$ cat src/hw/rtl/nsc_pkg.sv
// Shared types, codes and helper functions for the nearest-neighbour scaler.
// Used by nsc_dp, nsc_ctrl and the top level; it depends on nothing else.
package nsc_pkg;

    localparam int unsigned DIM_W      = 13;
    localparam int unsigned PITCH_W    = 16;
    localparam int unsigned FMT_W      = 2;
    localparam int unsigned PAL_ENT_W  = 9;
    localparam int unsigned CFG_IDX_W  = 3;
    localparam int unsigned CFG_DATA_W = 16;

    localparam logic [CFG_IDX_W-1:0] CFG_SRC_WIDTH   = 3'd0;
    localparam logic [CFG_IDX_W-1:0] CFG_SRC_HEIGHT  = 3'd1;
    localparam logic [CFG_IDX_W-1:0] CFG_TGT_WIDTH   = 3'd2;
    localparam logic [CFG_IDX_W-1:0] CFG_TGT_HEIGHT  = 3'd3;
    localparam logic [CFG_IDX_W-1:0] CFG_ROW_PITCH   = 3'd4;
    localparam logic [CFG_IDX_W-1:0] CFG_PIXEL_FMT   = 3'd5;
    localparam logic [CFG_IDX_W-1:0] CFG_PAL_ENTRIES = 3'd6;

    localparam logic [1:0] FN_ADDR    = 2'd0;
    localparam logic [1:0] FN_PIXEL   = 2'd1;
    localparam logic [1:0] FN_PALETTE = 2'd2;

    localparam logic [FMT_W-1:0] FMT_RGB565   = 2'd0;
    localparam logic [FMT_W-1:0] FMT_XRGB8888 = 2'd1;
    localparam logic [FMT_W-1:0] FMT_INDEXED  = 2'd2;

    localparam logic KIND_ADDR  = 1'b0;
    localparam logic KIND_PIXEL = 1'b1;

    localparam logic [7:0] ALPHA_OPAQUE = 8'hff;

    // Channel widening multiplies by 255 and by a rounded-up reciprocal of 31 or 63, which
    // gives the exact floored quotient for every 5-bit and 6-bit channel value.
    localparam int unsigned RECIP_SHIFT = 20;
    localparam logic [28:0] WIDEN5_MULT = 29'(255 * ((1 << RECIP_SHIFT) / 31 + 1));
    localparam logic [28:0] WIDEN6_MULT = 29'(255 * ((1 << RECIP_SHIFT) / 63 + 1));

    typedef struct packed {
        logic [1:0]  func;
        logic [31:0] raw_pixel;
        logic [7:0]  palette_slot;
        logic [23:0] palette_color;
    } t_in;

    typedef struct packed {
        logic        kind;
        logic [27:0] read_address;
        logic [23:0] target_index;
        logic [31:0] color;
        logic        frame_last;
    } t_out;

    typedef enum logic [3:0] {
        S_IDLE,
        S_AWRAP,
        S_XMUL,
        S_XSTART,
        S_XWAIT,
        S_YMUL,
        S_YSTART,
        S_YWAIT,
        S_AMUL,
        S_AOUT,
        S_PTOTAL,
        S_POUT
    } t_state;

    typedef struct packed {
        logic capture;
        logic pal_write;
        logic wrap_pos;
        logic mul_x;
        logic mul_y;
        logic div_start;
        logic div_sel_y;
        logic store_col;
        logic store_row;
        logic mul_addr;
        logic load_addr;
        logic mul_total;
        logic load_pix;
    } t_cmd;

    typedef struct packed {
        logic div_busy;
        logic div_done;
        logic out_free;
    } t_sts;

    function automatic logic [7:0] widen5(input logic [4:0] v);
        logic [28:0] q;
        q = 29'(v) * WIDEN5_MULT;
        return q[RECIP_SHIFT+7:RECIP_SHIFT];
    endfunction

    function automatic logic [7:0] widen6(input logic [5:0] v);
        logic [28:0] q;
        q = 29'(v) * WIDEN6_MULT;
        return q[RECIP_SHIFT+7:RECIP_SHIFT];
    endfunction

endpackage

$ cat src/hw/rtl/nsc_ctrl.sv
// Controller state machine of the scaler: sequences address and pixel transactions.
// Uses nsc_pkg for its state type and the command and status structs.
module nsc_ctrl (
    input  logic          i_clk,
    input  logic          i_rst_n,
    input  logic          i_in_valid,
    input  logic [1:0]    i_func,
    input  nsc_pkg::t_sts i_sts,
    output logic          o_in_ready,
    output nsc_pkg::t_cmd o_cmd
);

    nsc_pkg::t_state r_state;
    nsc_pkg::t_state n_state;

    always_ff @(posedge i_clk) begin
        if (!i_rst_n) begin
            r_state <= nsc_pkg::S_IDLE;
        end else begin
            r_state <= n_state;
        end
    end

    always_comb begin
        n_state    = r_state;
        o_cmd      = '0;
        o_in_ready = 1'b0;
        unique case (r_state)
            nsc_pkg::S_IDLE: begin
                o_in_ready = 1'b1;
                if (i_in_valid) begin
                    o_cmd.capture = 1'b1;
                    unique case (i_func)
                        nsc_pkg::FN_ADDR:    n_state = nsc_pkg::S_AWRAP;
                        nsc_pkg::FN_PIXEL:   n_state = nsc_pkg::S_PTOTAL;
                        nsc_pkg::FN_PALETTE: o_cmd.pal_write = 1'b1;
                        default: begin
                        end
                    endcase
                end
            end
            nsc_pkg::S_AWRAP: begin
                o_cmd.wrap_pos = 1'b1;
                n_state = nsc_pkg::S_XMUL;
            end
            nsc_pkg::S_XMUL: begin
                o_cmd.mul_x = 1'b1;
                n_state = nsc_pkg::S_XSTART;
            end
            nsc_pkg::S_XSTART: begin
                o_cmd.div_start = 1'b1;
                n_state = nsc_pkg::S_XWAIT;
            end
            nsc_pkg::S_XWAIT: begin
                if (i_sts.div_done) begin
                    o_cmd.store_col = 1'b1;
                    n_state = nsc_pkg::S_YMUL;
                end
            end
            nsc_pkg::S_YMUL: begin
                o_cmd.mul_y = 1'b1;
                n_state = nsc_pkg::S_YSTART;
            end
            nsc_pkg::S_YSTART: begin
                o_cmd.div_start = 1'b1;
                o_cmd.div_sel_y = 1'b1;
                n_state = nsc_pkg::S_YWAIT;
            end
            nsc_pkg::S_YWAIT: begin
                if (i_sts.div_done) begin
                    o_cmd.store_row = 1'b1;
                    n_state = nsc_pkg::S_AMUL;
                end
            end
            nsc_pkg::S_AMUL: begin
                o_cmd.mul_addr = 1'b1;
                n_state = nsc_pkg::S_AOUT;
            end
            nsc_pkg::S_AOUT: begin
                if (i_sts.out_free) begin
                    o_cmd.load_addr = 1'b1;
                    n_state = nsc_pkg::S_IDLE;
                end
            end
            nsc_pkg::S_PTOTAL: begin
                o_cmd.mul_total = 1'b1;
                n_state = nsc_pkg::S_POUT;
            end
            nsc_pkg::S_POUT: begin
                if (i_sts.out_free) begin
                    o_cmd.load_pix = 1'b1;
                    n_state = nsc_pkg::S_IDLE;
                end
            end
            default: begin
                n_state = nsc_pkg::S_IDLE;
            end
        endcase
    end

`ifndef ASSERT_OFF
    a_load_has_room: assert property (@(posedge i_clk) disable iff (!i_rst_n)
        (o_cmd.load_addr || o_cmd.load_pix) |-> i_sts.out_free)
        else $error("Result loaded while the output register is still occupied.");

    a_div_idle_at_start: assert property (@(posedge i_clk) disable iff (!i_rst_n)
        o_cmd.div_start |-> !i_sts.div_busy)
        else $error("Divider started while a division is in progress.");

    a_div_done_expected: assert property (@(posedge i_clk) disable iff (!i_rst_n)
        i_sts.div_done |-> (r_state == nsc_pkg::S_XWAIT || r_state == nsc_pkg::S_YWAIT))
        else $error("Divider finished outside a wait state.");

    a_work_leaves_idle: assert property (@(posedge i_clk) disable iff (!i_rst_n)
        (i_in_valid && o_in_ready &&
         (i_func == nsc_pkg::FN_ADDR || i_func == nsc_pkg::FN_PIXEL))
        |=> r_state != nsc_pkg::S_IDLE)
        else $error("Address or pixel transaction accepted without starting work.");
`endif

endmodule

$ cat config.mk
export PLATFORM = sky130hd
export DESIGN_NAME = nsc_ctrl
export DESIGN_NICKNAME = d
export VERILOG_FILES = /design/src/hw/rtl/nsc_pkg.sv /design/src/hw/rtl/nsc_ctrl.sv
export SDC_FILE = /design/constraint.sdc
export NUM_CORES = 1
export LEC_CHECK = 0
export BUFFER_PORTS_ARGS = -buffer_cell sky130_fd_sc_hd__buf_2
export CELL_PAD_IN_SITES_DETAIL_PLACEMENT = 2
export CELL_PAD_IN_SITES_GLOBAL_PLACEMENT = 2
export CORE_MARGIN = 2
export CORE_UTILIZATION = 20
export CTS_CLUSTER_SIZE = 14
export DETAILED_ROUTE_END_ITERATION = 6
export PLACE_DENSITY = 0.74
export REMOVE_ABC_BUFFERS = 1
export SLEW_MARGIN = 5
export SYNTH_ARGS = -nofsm -noshare
export SYNTH_HDL_FRONTEND = slang
export SYNTH_SLANG_ARGS = --single-unit
$ cat constraint.sdc
create_clock -name i_clk -period 1.6 [get_ports i_clk]
set_input_delay 0 -clock i_clk [delete_from_list [all_inputs] [get_ports i_clk]]
set_output_delay 0 -clock i_clk [all_outputs]
set_load 0.1 [all_outputs]
# Word-level counts from Yosys, hierarchy flattened
# Index checks and enable logic that the tools add are counted.
op_classes:
  n_eq_ne: 18
  mux: 23
  n_reduce_logical: 5
op_table:
  columns: ["cell", "count"]
  rows:
  - ["$pmux W4 S11", 1]
  - ["$eq A4 B3 Y1 const B", 4]
  - ["$eq A4 B4 Y1 const B", 4]
  - ["$mux W4", 4]
  - ["$mux W1", 15]
  - ["$eq A4 B2 Y1 const B", 2]
  - ["$pmux W4 S2", 1]
  - ["$ne A2 B2 Y1 const B", 3]
  - ["$reduce_and A5 Y1", 1]
  - ["$eq A4 B1 Y1 const B", 1]
  - ["$logic_not A4 Y1", 1]
  - ["$mux W2", 2]
  - ["$reduce_or A2 Y1", 2]
  - ["$ne A3 B1 Y1 const B", 1]
  - ["$eq A2 B1 Y1 const B", 1]
  - ["$eq A2 B2 Y1 const B", 1]
  - ["$logic_not A2 Y1", 1]
  - ["$ne A2 B1 Y1 const B", 1]
word_totals:
  register_bits: 4
  inputBits: 8
  output_inout_bits: 14
  word_cells: 47

# Longest topological paths before layout
# Gate-level depths: netlist of the first run.
depth:
  ltp_word: 4
  mapped_depth: 5
  mapped_depth_nobuf: 4

# Worst setup path before layout of the first run
# OpenSTA, ideal clock, no wires.
synth_timing:
  kind: "reg2out"
  from: "reg r_state[3]"
  to: "out o_cmd[11] (netlist name)"
  t_arrival_ns: 3.289
  required_ns: 1.600
  slack_ns: -1.689
  stages_incl_launch_ff: 5
  cell_sequence: "dfxtp_1 > or4_4 > inv_1 > and2_1 > and3b_1"
synth_rtl:
  columns: ["item", "line", "source"]
  rows:
  - ["from (decl)", "nsc_ctrl.sv:13", "nsc_pkg::t_state r_state;"]
  - ["from (signal assigned)", "nsc_ctrl.sv:18", "r_state <= nsc_pkg::S_IDLE;"]
  - ["from (signal assigned)", "nsc_ctrl.sv:20", "r_state <= n_state;"]
  - ["to (decl)", "nsc_ctrl.sv:10", "output nsc_pkg::t_cmd o_cmd"]

==> results of run 1 <==
[layout by cell type (no fill, tap or decap), drive strengths merged]
master,instances
inv,1
nand2b,5
o21ai,4
xnor2,1
buf,33
o2111ai,1
nor3,5
and2,1
nand3b,2
a21oi,1
o311a,1
a22o,1
clkbuf,4
or2,1
and3b,1
or3,2
dfxtp,4
o32ai,1
nor2,10
nor2b,1
nor3b,3
nand2,2
xor2,2
o21a,1
or4,1
a21boi,2
nor4b,1
[layer usage]
metal	wire [µm]	global-route usage, %
met1	724	15.7
met3	37	0.877
met4	0	4.05
met2	999	27.5
met5	0	0
[where the power goes]
part | internal (µW) | switching (µW) | total [µW]
logic | 596 | 859 | 1460
clock network | 83.6 | 36.0 | 120
registers | 132 | 37.0 | 169
total | 812 | 932 | 1740
[worst register-to-register path, stage by stage (launching register included)]
cell	delay [ps]
dfxtp_2	310
or4_4	560
o32ai_4	190
nor2_1	100
o311a_1	300
[what timing repair did]
action | in CTS | in global routing
hold buffers | 0 | 0
cloned | 0 | 0
setup buffers | 2 | 1
pin swaps | 3 | 0
hold endpoints to repair | 0 | 0
resized for setup | 6 | 5
endpoints found under the setup margin | 3 | 6
[final cells by class]
type                    instances  area, µm²  area share (%)
multi-input cells              50        349            39.4
repair buffers                 34        392            44.2
inverters                       1       3.75           0.424
clock buffers                   3       22.5            2.54
flip-flops and latches          4       83.8            9.46
well taps                      28       35.0            3.95
[worst min-delay path by stage]
| stage | start | end | slack, ps | cells past startpoint |
|---|---|---|---|---|
| after floorplan | i_rst_n | r_state[2]$_SDFFE_PN0P_ | 120 | 1 |
| after global placement | i_rst_n | r_state[2]$_SDFFE_PN0P_ | 250 | 2 |
| after detailed placement | i_rst_n | r_state[2]$_SDFFE_PN0P_ | 260 | 2 |
| after CTS | i_rst_n | r_state[2]$_SDFFE_PN0P_ | 20 | 2 |
| after global routing | i_rst_n | r_state[2]$_SDFFE_PN0P_ | 30 | 2 |
| final | i_rst_n | r_state[2]$_SDFFE_PN0P_ | 30 | 2 |
[through the flow]
stage,util [%],std cells,TNS [ps]
3_3_place_gp,38.3,114,0
6_report,41.2,120,-77.0
2_1_floorplan,-,55,-9300
4_1_cts,40.4,119,-89.9
5_1_grt,41.2,120,-207
3_5_place_dp,38.3,114,0
[kinds of logic (layout without fill, tap and decap cells)]
kind of cell / after synthesis / after routing / synth area share (%)
buffers and inverters: 5 / 38 / 5.08
flip-flops: 4 / 4 / 18.1
AND/OR/NAND/NOR: 35 / 35 / 46.0
AO/OA/AOI/OAI: 12 / 12 / 23.2
XOR/XNOR: 3 / 3 / 7.63
==> results.yml, run 1 <==
cts:
  clkTransAtPathRegs_ps: 30
  numCtsBuffers: 3
  clock_path_buffers: 2
  cts_sinks: 4
  clk_latency_ps: 230
  htreeDepth: 1
  cts_tree: "yes"
  root_buffer: "clkbuf_4"
worst_setup_path:
  crit_chain: "or4_4 -> inv_2 -> and2_4 -> and3b_2 -> buf_12"
  startpoint_type: "flip-flop"
  rr_worst_depth: 4
  path_max_fanout: 2
  cp_top_family: "simple AND/OR/NAND/NOR gates"
  worstPathArrival_ps: 1680
  crit_type: "reg -> out"
  r2r_slack_ps: 20
  slowest_stage: "or4_4"
  slowest_delay_ps: 560
  worst-path-buf-inv: 2
  crit_start: "r_state[2]$_SDFFE_PN0P_"
  reg2reg_to: "r_state[3]$_SDFFE_PN0P_"
  cp-endpoint: "o_cmd[11]"
  reg2reg_from: "r_state[2]$_SDFFE_PN0P_"
  required_ps: 1600
  end_kind: "output port"
  crit_cells: 5
die:
  ios: 22
  die_h_um: 51.1
  start_util_pct: 20.6
  die-width_um: 51.1
  core_area_um2: 2150
  dieArea_um2: 2610
  std_cell_rows: 17
final_layout:
  largest_reg_flops: 4
  fill_cells: 236
  area_growth_pct: 100
  postLayoutCellArea_um2: 886
  layout.nets: 102
  max_flop_register: "r_state"
  antenna_cells: 0
  drive_gt1_share_pct: 53.3
  largestRegisters: "r_state x4"
yosys:
  synth_top_cells_by_count: "nor2_1, nand2b_1, dfxtp_1, nor3_1, o21ai_0"
  synthTopCellsByArea: "dfxtp_1, nor2_1, nand2b_1, o32ai_4, nor3b_1"
  netlist_area_um2: 443
  synth.top_cell.area_share_pct: 18.1
  yosys.area.top_type: "dfxtp_1"
  synth.most_common_cell: "nor2_1"
  syn-instance-count: 59
  synth.avg_cell_area_um2: 7.51
  ys_ff_latch: 4
  async_reset_ff_share_pct: 0
  synth_cell_types: 29
  synth-edff-count: 0
  ys_seq_area_share_pct: 18.1
  ys.warnings.count: 0
  synth_ff_type: "dfxtp_1"
hold_path:
  worstHoldPathType: "in -> reg"
sta:
  hold_viol: 0
  finClkSkew_ps: 1.15
  setup_slack_ps: -77.0
  setup_viol: 1
  slew_violations: 0
  rsz0062_at_grt: "yes"
  period_share_pct: 105
  hold_slack_ps: 26.9
  max_clock_freq_mhz: 596
  relSlewSlack_pct: 68.1
  tightest_slew_ps: 482
  period_needed_ps: 1680
route:
  viasPerCell: 4.69
  drt_iter0_markers: 0
  dr.pass1.iters: 1
  wl_per_cell_um: 14.7
  via_count: 563
  final_antenna_net_count: 0
  route.detailed.drc: 0
  wl_um: 1760
placement:
  postPlaceCellArea_um2: 822
  place_ws_ps: 4.09
  dpl.hpwl_um: 1380
  numPortBuffers: 20
  place.gp.congestion: 0.802
global_route:
  grt_overflow_total: 0
  antenna_found_initial: 0
  grt_max_degree: 11
  grt_pass1_wl_um: 2730
  grt_usage_pct: 13.9
  first_global_vias: 580
pwr:
  power_density_nw_per_um2: 1970
  irDropWorstVdd_mv: 0.938
  total_power_uw: 1740
  p_leak_uw: 0.000367
status:
  violations: "setup timing"
  status: "finished with violations"
job:
  max_cap_viol_count: 0
(Power assumes the default switching activity.)
==> run 2: changes to the inputs <==
--- a/config.mk
+++ b/config.mk
@@ -8,6 +8,6 @@
 export BUFFER_PORTS_ARGS = -buffer_cell sky130_fd_sc_hd__buf_2
-export CELL_PAD_IN_SITES_DETAIL_PLACEMENT = 2
-export CELL_PAD_IN_SITES_GLOBAL_PLACEMENT = 2
+export CELL_PAD_IN_SITES_DETAIL_PLACEMENT = 1
+export CELL_PAD_IN_SITES_GLOBAL_PLACEMENT = 1
 export CORE_MARGIN = 2
-export CORE_UTILIZATION = 20
+export CORE_UTILIZATION = 26
 export CTS_CLUSTER_SIZE = 14
==> constraint.sdc (replaced) <==
create_clock -name i_clk -period 1.6 [get_ports i_clk]
set_input_delay 0.24 -clock i_clk [delete_from_list [all_inputs] [get_ports i_clk]]
set_output_delay 0.24 -clock i_clk [all_outputs]
set_load 0.1 [all_outputs]
==> results.yml, run 2 (synthesis gave the netlist of run 1 again) <==
route:
  wl_per_cell_um: 17.6
  final_antenna_net_count: 0
  dr.pass1.iters: 4
  via_count: 566
  wl_um: 1830
  route.detailed.drc: 0
  drt_iter0_markers: 4
  viasPerCell: 5.44
cts:
  clk_latency_ps: 230
  numCtsBuffers: 3
  clock_path_buffers: 2
  cts_tree: "yes"
  cts_sinks: 4
  hold_buffers: 0
  htreeDepth: 1
  clkTransAtPathRegs_ps: 30
  root_buffer: "clkbuf_4"
sta:
  tightest_slew_ps: 346
  hold_viol: 0
  relSlewSlack_pct: 76.6
  period_needed_ps: 1890
  setup_slack_ps: -294
  max_clock_freq_mhz: 528
  period_share_pct: 118
  rsz0062_at_grt: "yes"
  slew_violations: 0
  setup_viol: 7
  finClkSkew_ps: 0.676
pwr:
  power_density_nw_per_um2: 1980
  irDropWorstVdd_mv: 1.32
  power_frac_seq_pct: 7.6
  intPower_uw: 906
  clkPwrFrac_pct: 6.0
  sw_frac_of_total_pct: 53.5
  p_sw_uw: 1040
  comb_power_share_pct: 86.4
  p_leak_uw: 0.000360
  total_power_uw: 1950
die:
  die-width_um: 45.3
  dieArea_um2: 2050
  start_util_pct: 28.4
  die_h_um: 45.3
  std_cell_rows: 14
  ios: 22
  core_area_um2: 1560
global_route:
  grt_overflow_total: 0
  first_global_vias: 585
  antenna_found_initial: 0
  grt_max_degree: 15
  grt_pass1_wl_um: 2700
  grt_usage_pct: 18.1
placement:
  place.gp.congestion: 0.784
  dpl.hpwl_um: 1240
  numPortBuffers: 20
  place_ws_ps: -106
job:
  max_cap_viol_count: 0
final_layout:
  multi_input_area_um2: 447
  antenna_cells: 0
  layout.nets: 98
  max_flop_register: "r_state"
  area_growth_pct: 122
  largest_reg_flops: 4
  final_cell_mix: "buf_12, buf_2, buf_6"
  final_common_cell: "buf_12"
  regArea_um2: 81.3
  drive_gt1_share_pct: 67.0
  largestRegisters: "r_state x4"
  fill_cells: 161
worst_setup_path:
  path_max_fanout: 2
  r2r_slack_ps: -270
  rr_worst_depth: 6
  crit_type: "reg -> out"
  worstPathArrival_ps: 1650
  crit_chain: "or4_4 -> inv_2 -> and2_4 -> and3b_2 -> buf_12"
  slowest_stage: "or4_4"
  reg2reg_to: "r_state[3]$_SDFFE_PN0P_"
  end_kind: "output port"
  reg2reg_from: "r_state[0]$_SDFFE_PN0P_"
  startpoint_type: "flip-flop"
  slowest_delay_ps: 540
  required_ps: 1360
hold_path:
  whs_path_depth: 2
  worstHoldPathType: "in -> reg"
  min-delay-start: "i_rst_n"
  worstHoldEndpoint: "r_state[2]$_SDFFE_PN0P_"
status:
  status: "finished with violations"
  violations: "setup timing"
-- run 2: cell count changes in the layout (fill, tap and decap cells not counted), moves of 3 or more --
cell and change:
nor2_4 +4, nor2_2 +4, nand2b_4 +3, buf_6 +5
nand2b_1 -4, buf_4 -9, nor2_1 -8
-- run 2: final cells by class --
| type | instances | share of cell area, % |
|---|---|---|
| repair buffers | 30 | 41.5 |
| inverters | 1 | 0.382 |
| multi-input cells | 50 | 45.5 |
| clock buffers | 3 | 2.29 |
| flip-flops and latches | 4 | 8.28 |
| well taps | 16 | 2.04 |
-- run 2: worst max-delay path by stage --
stage	cells after the start	from	slack (ps)	end
after floorplan	4	r_state[3]$_SDFFE_PN0P_	-2020	o_cmd[11]
after global placement	5	r_state[3]$_SDFFE_PN0P_	-70	o_cmd[11]
after detailed placement	5	r_state[3]$_SDFFE_PN0P_	-110	o_cmd[11]
after CTS	5	r_state[0]$_SDFFE_PN0P_	-300	o_cmd[11]
after global routing	5	r_state[0]$_SDFFE_PN0P_	-330	o_cmd[11]
final	5	r_state[0]$_SDFFE_PN0P_	-290	o_cmd[11]
-- run 2: timing repair --
action / in CTS / in global routing
buffers inserted: 1 / 3
pin swaps: 3 / 10
setup endpoints to repair: 14 / 17
resized for setup: 18 / 21
-- run 2: metrics by stage --
step | TNS, ps | area, µm² | std cells | hold WS [ps] | util, %
floorplan | -12650 | 424 | 55 | 358 | -
global placement | -120 | 815 | 99 | 514 | 52.2
global route | -1560 | 982 | 104 | 305 | 63.0
finish | -1280 | 982 | 104 | 307 | 63.0
CTS | -692 | 892 | 102 | 291 | 57.2
detailed placement | -245 | 815 | 99 | 531 | 52.2
-- run 2: per-layer routing --
metal	part of all wire [%]	vias up	GRT usage, %
met2	61	16	36.6
met4	2.1	0	7.06
met5	0	-	0
li1	-	269	-
met3	1.6	4	0
met1	35	277	19.6
-- run 2: critical path, delay by kind of cell, from the launching register on --
family                 cells  cell delay, ps
AND/OR/NAND/NOR            3             870
buffers and inverters      2             240
flip-flops                 1             310
-- run 2: power groups by stage --
stage	Combinational, µW	Clock [µW]	Sequential (µW)
5_1_grt	1750	125	150
4_1_cts	1470	125	145
3_3_place_gp	1350	0	141
2_1_floorplan	803	0	200
3_5_place_dp	1400	0	144
6_report	1680	117	148
